[config.mk]
export PLATFORM = sky130hd
export DESIGN_NAME = kabf_mul
export DESIGN_NICKNAME = d
export VERILOG_FILES = /design/src/hdl/kabf_pkg.sv /design/src/hdl/kabf_mul.sv
export SDC_FILE = /design/constraint.sdc
export NUM_CORES = 1
export LEC_CHECK = 0
export BUFFER_PORTS_ARGS = -buffer_cell sky130_fd_sc_hd__buf_2
export CAP_MARGIN = 20
export CORE_UTILIZATION = 58
export DETAILED_ROUTE_END_ITERATION = 7
export PLACE_DENSITY_LB_ADDON = 0.3
export SETUP_SLACK_MARGIN = 0.5
export SLEW_MARGIN = 15
export SYNTH_ARGS = -nofsm -noshare
export SYNTH_HDL_FRONTEND = slang
export SYNTH_SLANG_ARGS = --single-unit
[constraint.sdc]
create_clock -name clk -period 8.56 [get_ports clk]
set_input_delay 2.568 -clock clk [delete_from_list [all_inputs] [get_ports clk]]
set_output_delay 2.568 -clock clk [all_outputs]
set_load 0.02 [all_outputs]
[src/hdl/kabf_pkg.sv]
// Shared constants and types of the angle/bias Kalman filter.
package kabf_pkg;

    localparam int DATA_WIDTH_DEF = 48;
    localparam int FIELD_W        = 48;
    localparam int CFG_W          = 32;
    localparam int DT_W           = 32;
    localparam int CFG_IDX_W      = 2;
    localparam int FRAC_BITS      = 32;
    localparam int DT_FRAC        = 24;

    localparam logic [CFG_IDX_W-1:0] CFG_ANGLE_Q = 2'd0;
    localparam logic [CFG_IDX_W-1:0] CFG_BIAS_Q  = 2'd1;
    localparam logic [CFG_IDX_W-1:0] CFG_MEAS_R  = 2'd2;

    localparam logic [CFG_W-1:0] ANGLE_Q_RST = 32'd4294967;
    localparam logic [CFG_W-1:0] BIAS_Q_RST  = 32'd12884902;
    localparam logic [CFG_W-1:0] MEAS_R_RST  = 32'd128849019;

    typedef struct packed {
        logic start;
        logic frac32;
    } unit_ctl_t;

endpackage

[src/hdl/kabf_mul.sv]
// Bit-serial shift-add multiplier with rounding and saturation.
module kabf_mul
    import kabf_pkg::*;
#(
    parameter int W = DATA_WIDTH_DEF
)
(
    input  logic             clk,
    input  logic             rst_n,
    input  unit_ctl_t        ctl,
    input  logic signed [W:0] a,
    input  logic signed [W:0] b,
    output logic             done,
    output logic [W-1:0]     prod
);

    localparam int CNT_W = $clog2(W);
    localparam logic [2*W:0] HALF32 = (2*W+1)'(1) << (FRAC_BITS - 1);
    localparam logic [2*W:0] HALF24 = (2*W+1)'(1) << (DT_FRAC - 1);
    localparam logic [W-1:0] MAXV = {1'b0, {(W-1){1'b1}}};
    localparam logic [W-1:0] MINV = {1'b1, {(W-1){1'b0}}};

    logic             busy_reg, fin_reg, done_reg, neg_reg, frac32_reg;
    logic [CNT_W-1:0] cnt_reg;
    logic [W-1:0]     mcand_reg, lo_reg, prod_reg;
    logic [W:0]       hi_reg;

    logic [W:0]     a_abs, b_abs, sum;
    logic [2*W:0]   rnd, shd;
    logic           ovf;
    logic [W-1:0]   mag, res;

    always_comb
    begin
        a_abs = a[W] ? (W+1)'(-a) : a;
        b_abs = b[W] ? (W+1)'(-b) : b;
        sum   = hi_reg + {1'b0, (lo_reg[0] ? mcand_reg : '0)};
        rnd   = {1'b0, hi_reg[W-1:0], lo_reg} + (frac32_reg ? HALF32 : HALF24);
        shd   = frac32_reg ? (rnd >> FRAC_BITS) : (rnd >> DT_FRAC);
        ovf   = |shd[2*W:W-1];
        mag   = shd[W-1:0];
        if (ovf)
            res = neg_reg ? MINV : MAXV;
        else
            res = neg_reg ? W'(-mag) : mag;
    end

    always_ff @(posedge clk or negedge rst_n)
    begin
        if (!rst_n)
        begin
            busy_reg <= 1'b0;
            fin_reg  <= 1'b0;
            done_reg <= 1'b0;
            cnt_reg  <= '0;
        end
        else
        begin
            done_reg <= 1'b0;
            if (ctl.start)
            begin
                busy_reg   <= 1'b1;
                cnt_reg    <= '0;
                mcand_reg  <= a_abs[W-1:0];
                lo_reg     <= b_abs[W-1:0];
                hi_reg     <= '0;
                neg_reg    <= a[W] ^ b[W];
                frac32_reg <= ctl.frac32;
            end
            else if (busy_reg)
            begin
                hi_reg  <= {1'b0, sum[W:1]};
                lo_reg  <= {sum[0], lo_reg[W-1:1]};
                cnt_reg <= cnt_reg + 1'b1;
                if (cnt_reg == CNT_W'(W - 1))
                begin
                    busy_reg <= 1'b0;
                    fin_reg  <= 1'b1;
                end
            end
            else if (fin_reg)
            begin
                fin_reg  <= 1'b0;
                done_reg <= 1'b1;
                prod_reg <= res;
            end
        end
    end

    assign done = done_reg;
    assign prod = prod_reg;

endmodule

==> run metrics, run 1 <==
CTS Root Cell clkbuf_16; Synth area leader edfxtp_1; EDFF count, synth 195; aggregate global-route resource usage 27.73%; max-cap viol count 0; Mapped Area 0.01756 mm2; Tmin final 5.750 ns; Slew HR 30.33%; total power 3.133 mW; HP Class flip-flop to flip-flop; # hold bufs at CTS 0; WHS Endpoint done; CP max stage delay 0.58 ns; Routed WL 43890 um; largest cells by area after synthesis edfxtp_1 33%, xnor2_1 5.1%, a21oi_1 4.2%; clk slew on worst S/H paths 0.06 ns; Clock Path Buffers 3; global-route wire length before repair 71080 um; DIE AREA 0.03097 mm2; via/cell ratio 6.422; Cells after Synth 1995; CP Max Fanout 7; final net count 2205; TritonCTS Buffers 23; P per Cell Area 164.0 mW/mm2; P&R area growth vs syn 8.837%; Reg area 0.006082 mm2; die height 176.0 um; crit path cell chain buf_2 -> or4_1 -> or4_1 -> nor4_1 -> nand2_1 -> or4_1 -> nor4_1 -> nand2_1 -> o41ai_1 -> xor2_1 -> a21oi_1; most frequent cells in the layout 195 x edfxtp_1, 165 x nor2_1, 156 x nand2_1; RSZ-0062 raised after global routing false; Resize count post-CTS 0; Synth top area share 33.35%; pin count of the biggest net entering global routing 101; CP top delay family simple AND/OR/NAND/NOR gates; final setup margin 2.810 ns; CP arrival 5.96 ns; I/O Buffers 150; drc violations 0; Seq/Total Area, Yosys 34.64%; Data required, critical path 8.77 ns; Setup Slack @ Placement 2.389 ns; boundary pin count 151; GRT overflow 0; Final Hold Fails 0; # setup viols final 0; P_leak 7.311 nW; DRT Pass-1 Iters 5; r2r worst-path depth 13; critical path's slowest cell or4_1; commonest non-fill, non-tap cell in the layout edfxtp_1; maximum clock frequency 173.9 MHz; fin area 0.01911 mm2; fin. max-slew vios 0; final setup TNS 0 ns; reg-to-reg critical path startpoint frac32_reg; drt initial violations 1982; top_reg_cell synth edfxtp_1; hold path start fin_reg; number of post-CTS setup repair buffers 0; Buf+Inv Stages, Crit Path 1; share of layout cells above drive strength 1 11.63%; slew of the pin with the lowest slew margin 1.041 ns; via count 15790; vias in the first global route 14190; Core Area 0.02972 mm2; Synth async-reset ratio 4.412%; Max VDD drop 0.0001174 V; H-tree depth 1; max FFs per register 49; reg2reg end prod[41]; antenna violations before repair 4; Final Wtd Congestion 0.9305; Post-Syn Nets 2152; status completed; Synth Warn # 0; Die Span X 176.0 um; Initial Utilization 59.08%; post-layout util 64.30%; clock skew 0.02824 ns; Final period util 67.18%; Critical Setup Path Class primary input to flip-flop; number of distinct library cells after synthesis 88; FILL cells 2538; # clock sinks 204; CP Capture Type flip-flop; FP Rows 63; Critical Path Start Type primary input; #FFs+latches synth 204; CTS tree yes; reg2reg setup slack 2.93 ns; post-route ant nets 0; multi-input logic area 0.01081 mm2; WL per Instance 17.86 um; clk_lat worst skew 0.52 ns; most frequent CP cell or4_1; syn avg cell area 8.800 um2; WHS Path Cells 1; HPWL Detailed 32570 um; DP Area 0.01832 mm2
-- worst register-to-register path: stages (launching register included) --
cell and delay (ns):
edfxtp_1 0.35, buf_4 0.25, ha_1 0.39, and4_1 0.39, a21oi_1 0.20, buf_4 0.24
o31a_1 0.33, o31ai_1 0.56, o2111ai_1 0.38, a211oi_2 0.42, nand4_1 0.62, nand4b_1 0.57
and3_1 0.31, a2111oi_1 0.38
-- logic make-up after synthesis --
kind of cell	count (synthesis)	synth area share, %
adders and majority gates	55	3.962
and+or+nand+nor	797	24.34
xor gates and xnor gates	183	9.129
AOI/OAI and AO/OA	528	20.25
DFF	204	34.64
muxes	66	3.848
buffers and inverters	162	3.834
-- per-layer routing --
| layer | up-vias | GRT usage, % | share of wire [%] |
|---|---|---|---|
| met1 | 7370 | 41.60 | 47 |
| met5 | - | 0 | 0 |
| met2 | 650 | 43.15 | 44 |
| met3 | 73 | 2.218 | 6.9 |
| li1 | 7692 | - | - |
| met4 | 0 | 6.993 | 2.0 |
-- synth_stat cells (6+ instances only) --
| cell | count |
|---|---|
| dfrtp_1 | 9 |
| nor2b_1 | 17 |
| and3_1 | 19 |
| buf_2 | 15 |
| or2_2 | 7 |
| nand3_1 | 74 |
| o31ai_1 | 39 |
| a2111oi_0 | 7 |
| or4_1 | 25 |
| o31a_1 | 7 |
| nand4b_1 | 9 |
| nor2_1 | 165 |
| o2111ai_1 | 6 |
| nand4_1 | 57 |
| nor3b_1 | 10 |
| xnor2_1 | 102 |
| edfxtp_1 | 195 |
| o21ai_0 | 94 |
| nand3b_1 | 15 |
| nand2b_1 | 22 |
| a22o_1 | 17 |
| inv_1 | 24 |
| mux2_2 | 11 |
| clkbuf_1 | 98 |
| o21a_1 | 12 |
| a211oi_1 | 11 |
| nor4_1 | 52 |
| a21o_1 | 68 |
| nand2_1 | 156 |
| ha_1 | 54 |
| and2_1 | 65 |
| buf_1 | 11 |
| buf_4 | 10 |
| nor3_1 | 44 |
| mux2i_1 | 54 |
| o211ai_1 | 17 |
| or3_1 | 21 |
| xor2_1 | 81 |
| and4_1 | 17 |
| a31oi_1 | 10 |
| o211a_1 | 8 |
| o41ai_1 | 17 |
| a21oi_1 | 147 |
-- metrics by stage --
step                instances  hold slack [ns]
floorplan                1995           0.4689
global placement         2411           0.4927
detailed placement       2411           0.4987
CTS                      2452           0.5117
global route             2458           0.5473
finish                   2458           0.5036
-- worst max path at each step --
| stage | from | endpoint | slack [ns] | cells past startpoint |
|---|---|---|---|---|
| finish | b[14] | lo_reg[45] | 2.81 | 11 |
| global route | frac32_reg | prod[41] | 2.53 | 13 |
| CTS | b[12] | lo_reg[41] | 2.90 | 10 |
| detailed placement | b[14] | lo_reg[41] | 2.39 | 10 |
| global placement | b[14] | lo_reg[41] | 2.53 | 10 |
| floorplan | frac32_reg | prod[37] | 2.76 | 20 |
-- area by class of cell --
type                       count  area share (%)
multi-input combinational   1629           56.59
sequential                   204           31.83
timing repair buffer         164           4.597
clock buffer                  25           3.051
tap                          390           2.554
clock inverter                16          0.8185
inverter                      26          0.5107
antenna                        4         0.05238
-- power breakdown --
part	leakage, nW	switching (mW)	internal (mW)	total, mW
Sequential	1.98	0.109	1.20	1.31
Combinational	4.97	0.506	0.349	0.855
Clock	0.360	0.393	0.580	0.973
Total	7.31	1.01	2.13	3.13
No activity file was read; power rests on OpenSTA's default activity.
==> run 2: changes to the inputs <==
clock period = 5.73 ns   (was 8.56 ns; I/O delays follow)
==> run metrics, run 2 (synthesis gave the netlist of run 1 again) <==
status completed; Switch Pwr 1.499 mW; sequential share of power 41.9%; I/O Buffers 150; FP Rows 63; pin count of the biggest net entering global routing 98; GRT overflow 0; Clock power frac 30.7%; fin. max-slew vios 0; P_leak 7.335 nW; Core Area 0.02972 mm2; drc violations 0; P per Cell Area 242.6 mW/mm2; Clock Path Buffers 3; Cell Int Power 3.151 mW; Reg area 0.006082 mm2; Final Non-Filler Cells 2465; max FFs per register 49; Data required, critical path 6.00 ns; Final period util 84.75%; maximum clock frequency 205.9 MHz; placed cells 2418; H-tree depth 1; CP Capture Type flip-flop; global-route wire length before repair 70770 um; CTS tree yes; max-cap viol count 0; Routed WL 43380 um; drt initial violations 1689; commonest non-fill, non-tap cell in the layout edfxtp_1; CP Max Fanout 22; aggregate global-route resource usage 27.67%; switching share of power 32.24%; final setup TNS 0 ns; clk slew on worst S/H paths 0.06 ns; RSZ-0062 raised after global routing false; TritonCTS Buffers 23; Comb power frac 27.5%; Final Hold Fails 0; WL per Instance 17.60 um; Final Wtd Congestion 0.9293; slew of the pin with the lowest slew margin 1.008 ns; HP Class flip-flop to flip-flop; CP arrival 5.13 ns; share of layout cells above drive strength 1 11.97%; most frequent cells in the layout 195 x edfxtp_1, 165 x nor2_1, 156 x nand2_1; # clock sinks 204; final net count 2212; CTS Root Cell clkbuf_16; antenna violations before repair 4; post-route ant nets 0; vias in the first global route 13930; DRT Pass-1 Iters 6; Slew HR 32.79%; P&R area growth vs syn 9.193%; multi-input logic area 0.01082 mm2; number of post-CTS setup repair buffers 0; clk_lat worst skew 0.52 ns; via/cell ratio 6.332; via count 15610; FILL cells 2432; clock skew 0.01336 ns; Die Span X 176.0 um; HPWL Detailed 32600 um; Tmin final 4.856 ns; boundary pin count 151; die height 176.0 um; Critical Setup Path Class flip-flop to flip-flop; Critical Path Start Type flip-flop; Initial Utilization 59.08%; Max VDD drop 0.0001921 V; total power 4.650 mW; DIE AREA 0.03097 mm2; # setup viols final 0
## run 2: cell count changes in the layout (fill, tap and decap cells not counted), sizes merged
cell and delta:
clkinv -8, buf +7, clkbuf +7, clkinvlp +3
bufinv -2
## run 2: path summary, 6_finish.rpt
| kind | startpoint | end | slack [ns] | depth (start not counted) |
|---|---|---|---|---|
| max | frac32_reg | prod[41] | 0.87 | 12 |
| min | fin_reg | done | 0.53 | 1 |
| max reg2reg | frac32_reg | prod[41] | 0.87 | 12 |
| min reg2reg | fin_reg | done | 0.53 | 1 |
| max in group asynchronous | rst_n | busy_reg | 4.31 | 1 |
| min in group asynchronous | rst_n | done | 1.12 | 1 |
## run 2: repair_timing
item,4_1_cts,5_1_grt
hold buffers,0,0
resized for setup,0,1
setup endpoints to repair,0,2
## run 2: power by group through the flow
stage               logic, mW  registers, mW  clock network, mW
floorplan               0.993           1.89                  0
global placement         1.22           1.97                  0
detailed placement       1.25           1.97                  0
CTS                      1.25           1.94               1.46
global route             1.42           1.96               1.51
finish                   1.28           1.95               1.43
## run 2: routing by layer
metal | share of wire, % | vias up | GRT usage, %
met5 | 0 | - | 0
met4 | 1.4 | 0 | 5.580
met3 | 7.1 | 53 | 2.842
met2 | 44 | 542 | 42.57
met1 | 47 | 7306 | 42.01
li1 | - | 7708 | -
## run 2: critical path, cell delays in order (launching register included)
cell and delay [ns]:
edfxtp_1 0.48, ha_1 0.37, and4_1 0.38, a21oi_1 0.11
buf_4 0.23, nor4_1 0.49, mux2_2 0.41, nor3_2 0.45
o211ai_1 0.19, nor4_2 0.46, nand4b_1 0.33, and3_1 0.28
a2111oi_1 0.43
## run 2: layout make-up
type                    instances  area share (%)
inverters                      26          0.5091
flip-flops and latches        204           31.73
diodes                          4         0.05221
multi-input cells            1629           56.42
clock inverters                 9          0.4242
repair buffers                171           4.921
clock buffers                  32           3.400
well taps                     390           2.545
## run 2: per-stage QoR
stage          utilization, %  hold slack, ns  cell area [um2]  setup WS (ns)
2_1_floorplan               -          0.4689            17560         0.5294
3_5_place_dp            61.88          0.5103            18390         0.4101
3_3_place_gp            61.88          0.5129            18390         0.5521
5_1_grt                 64.51          0.5466            19170         0.5049
6_report                64.51          0.5259            19170         0.8736
4_1_cts                 64.35          0.5295            19120         0.9302
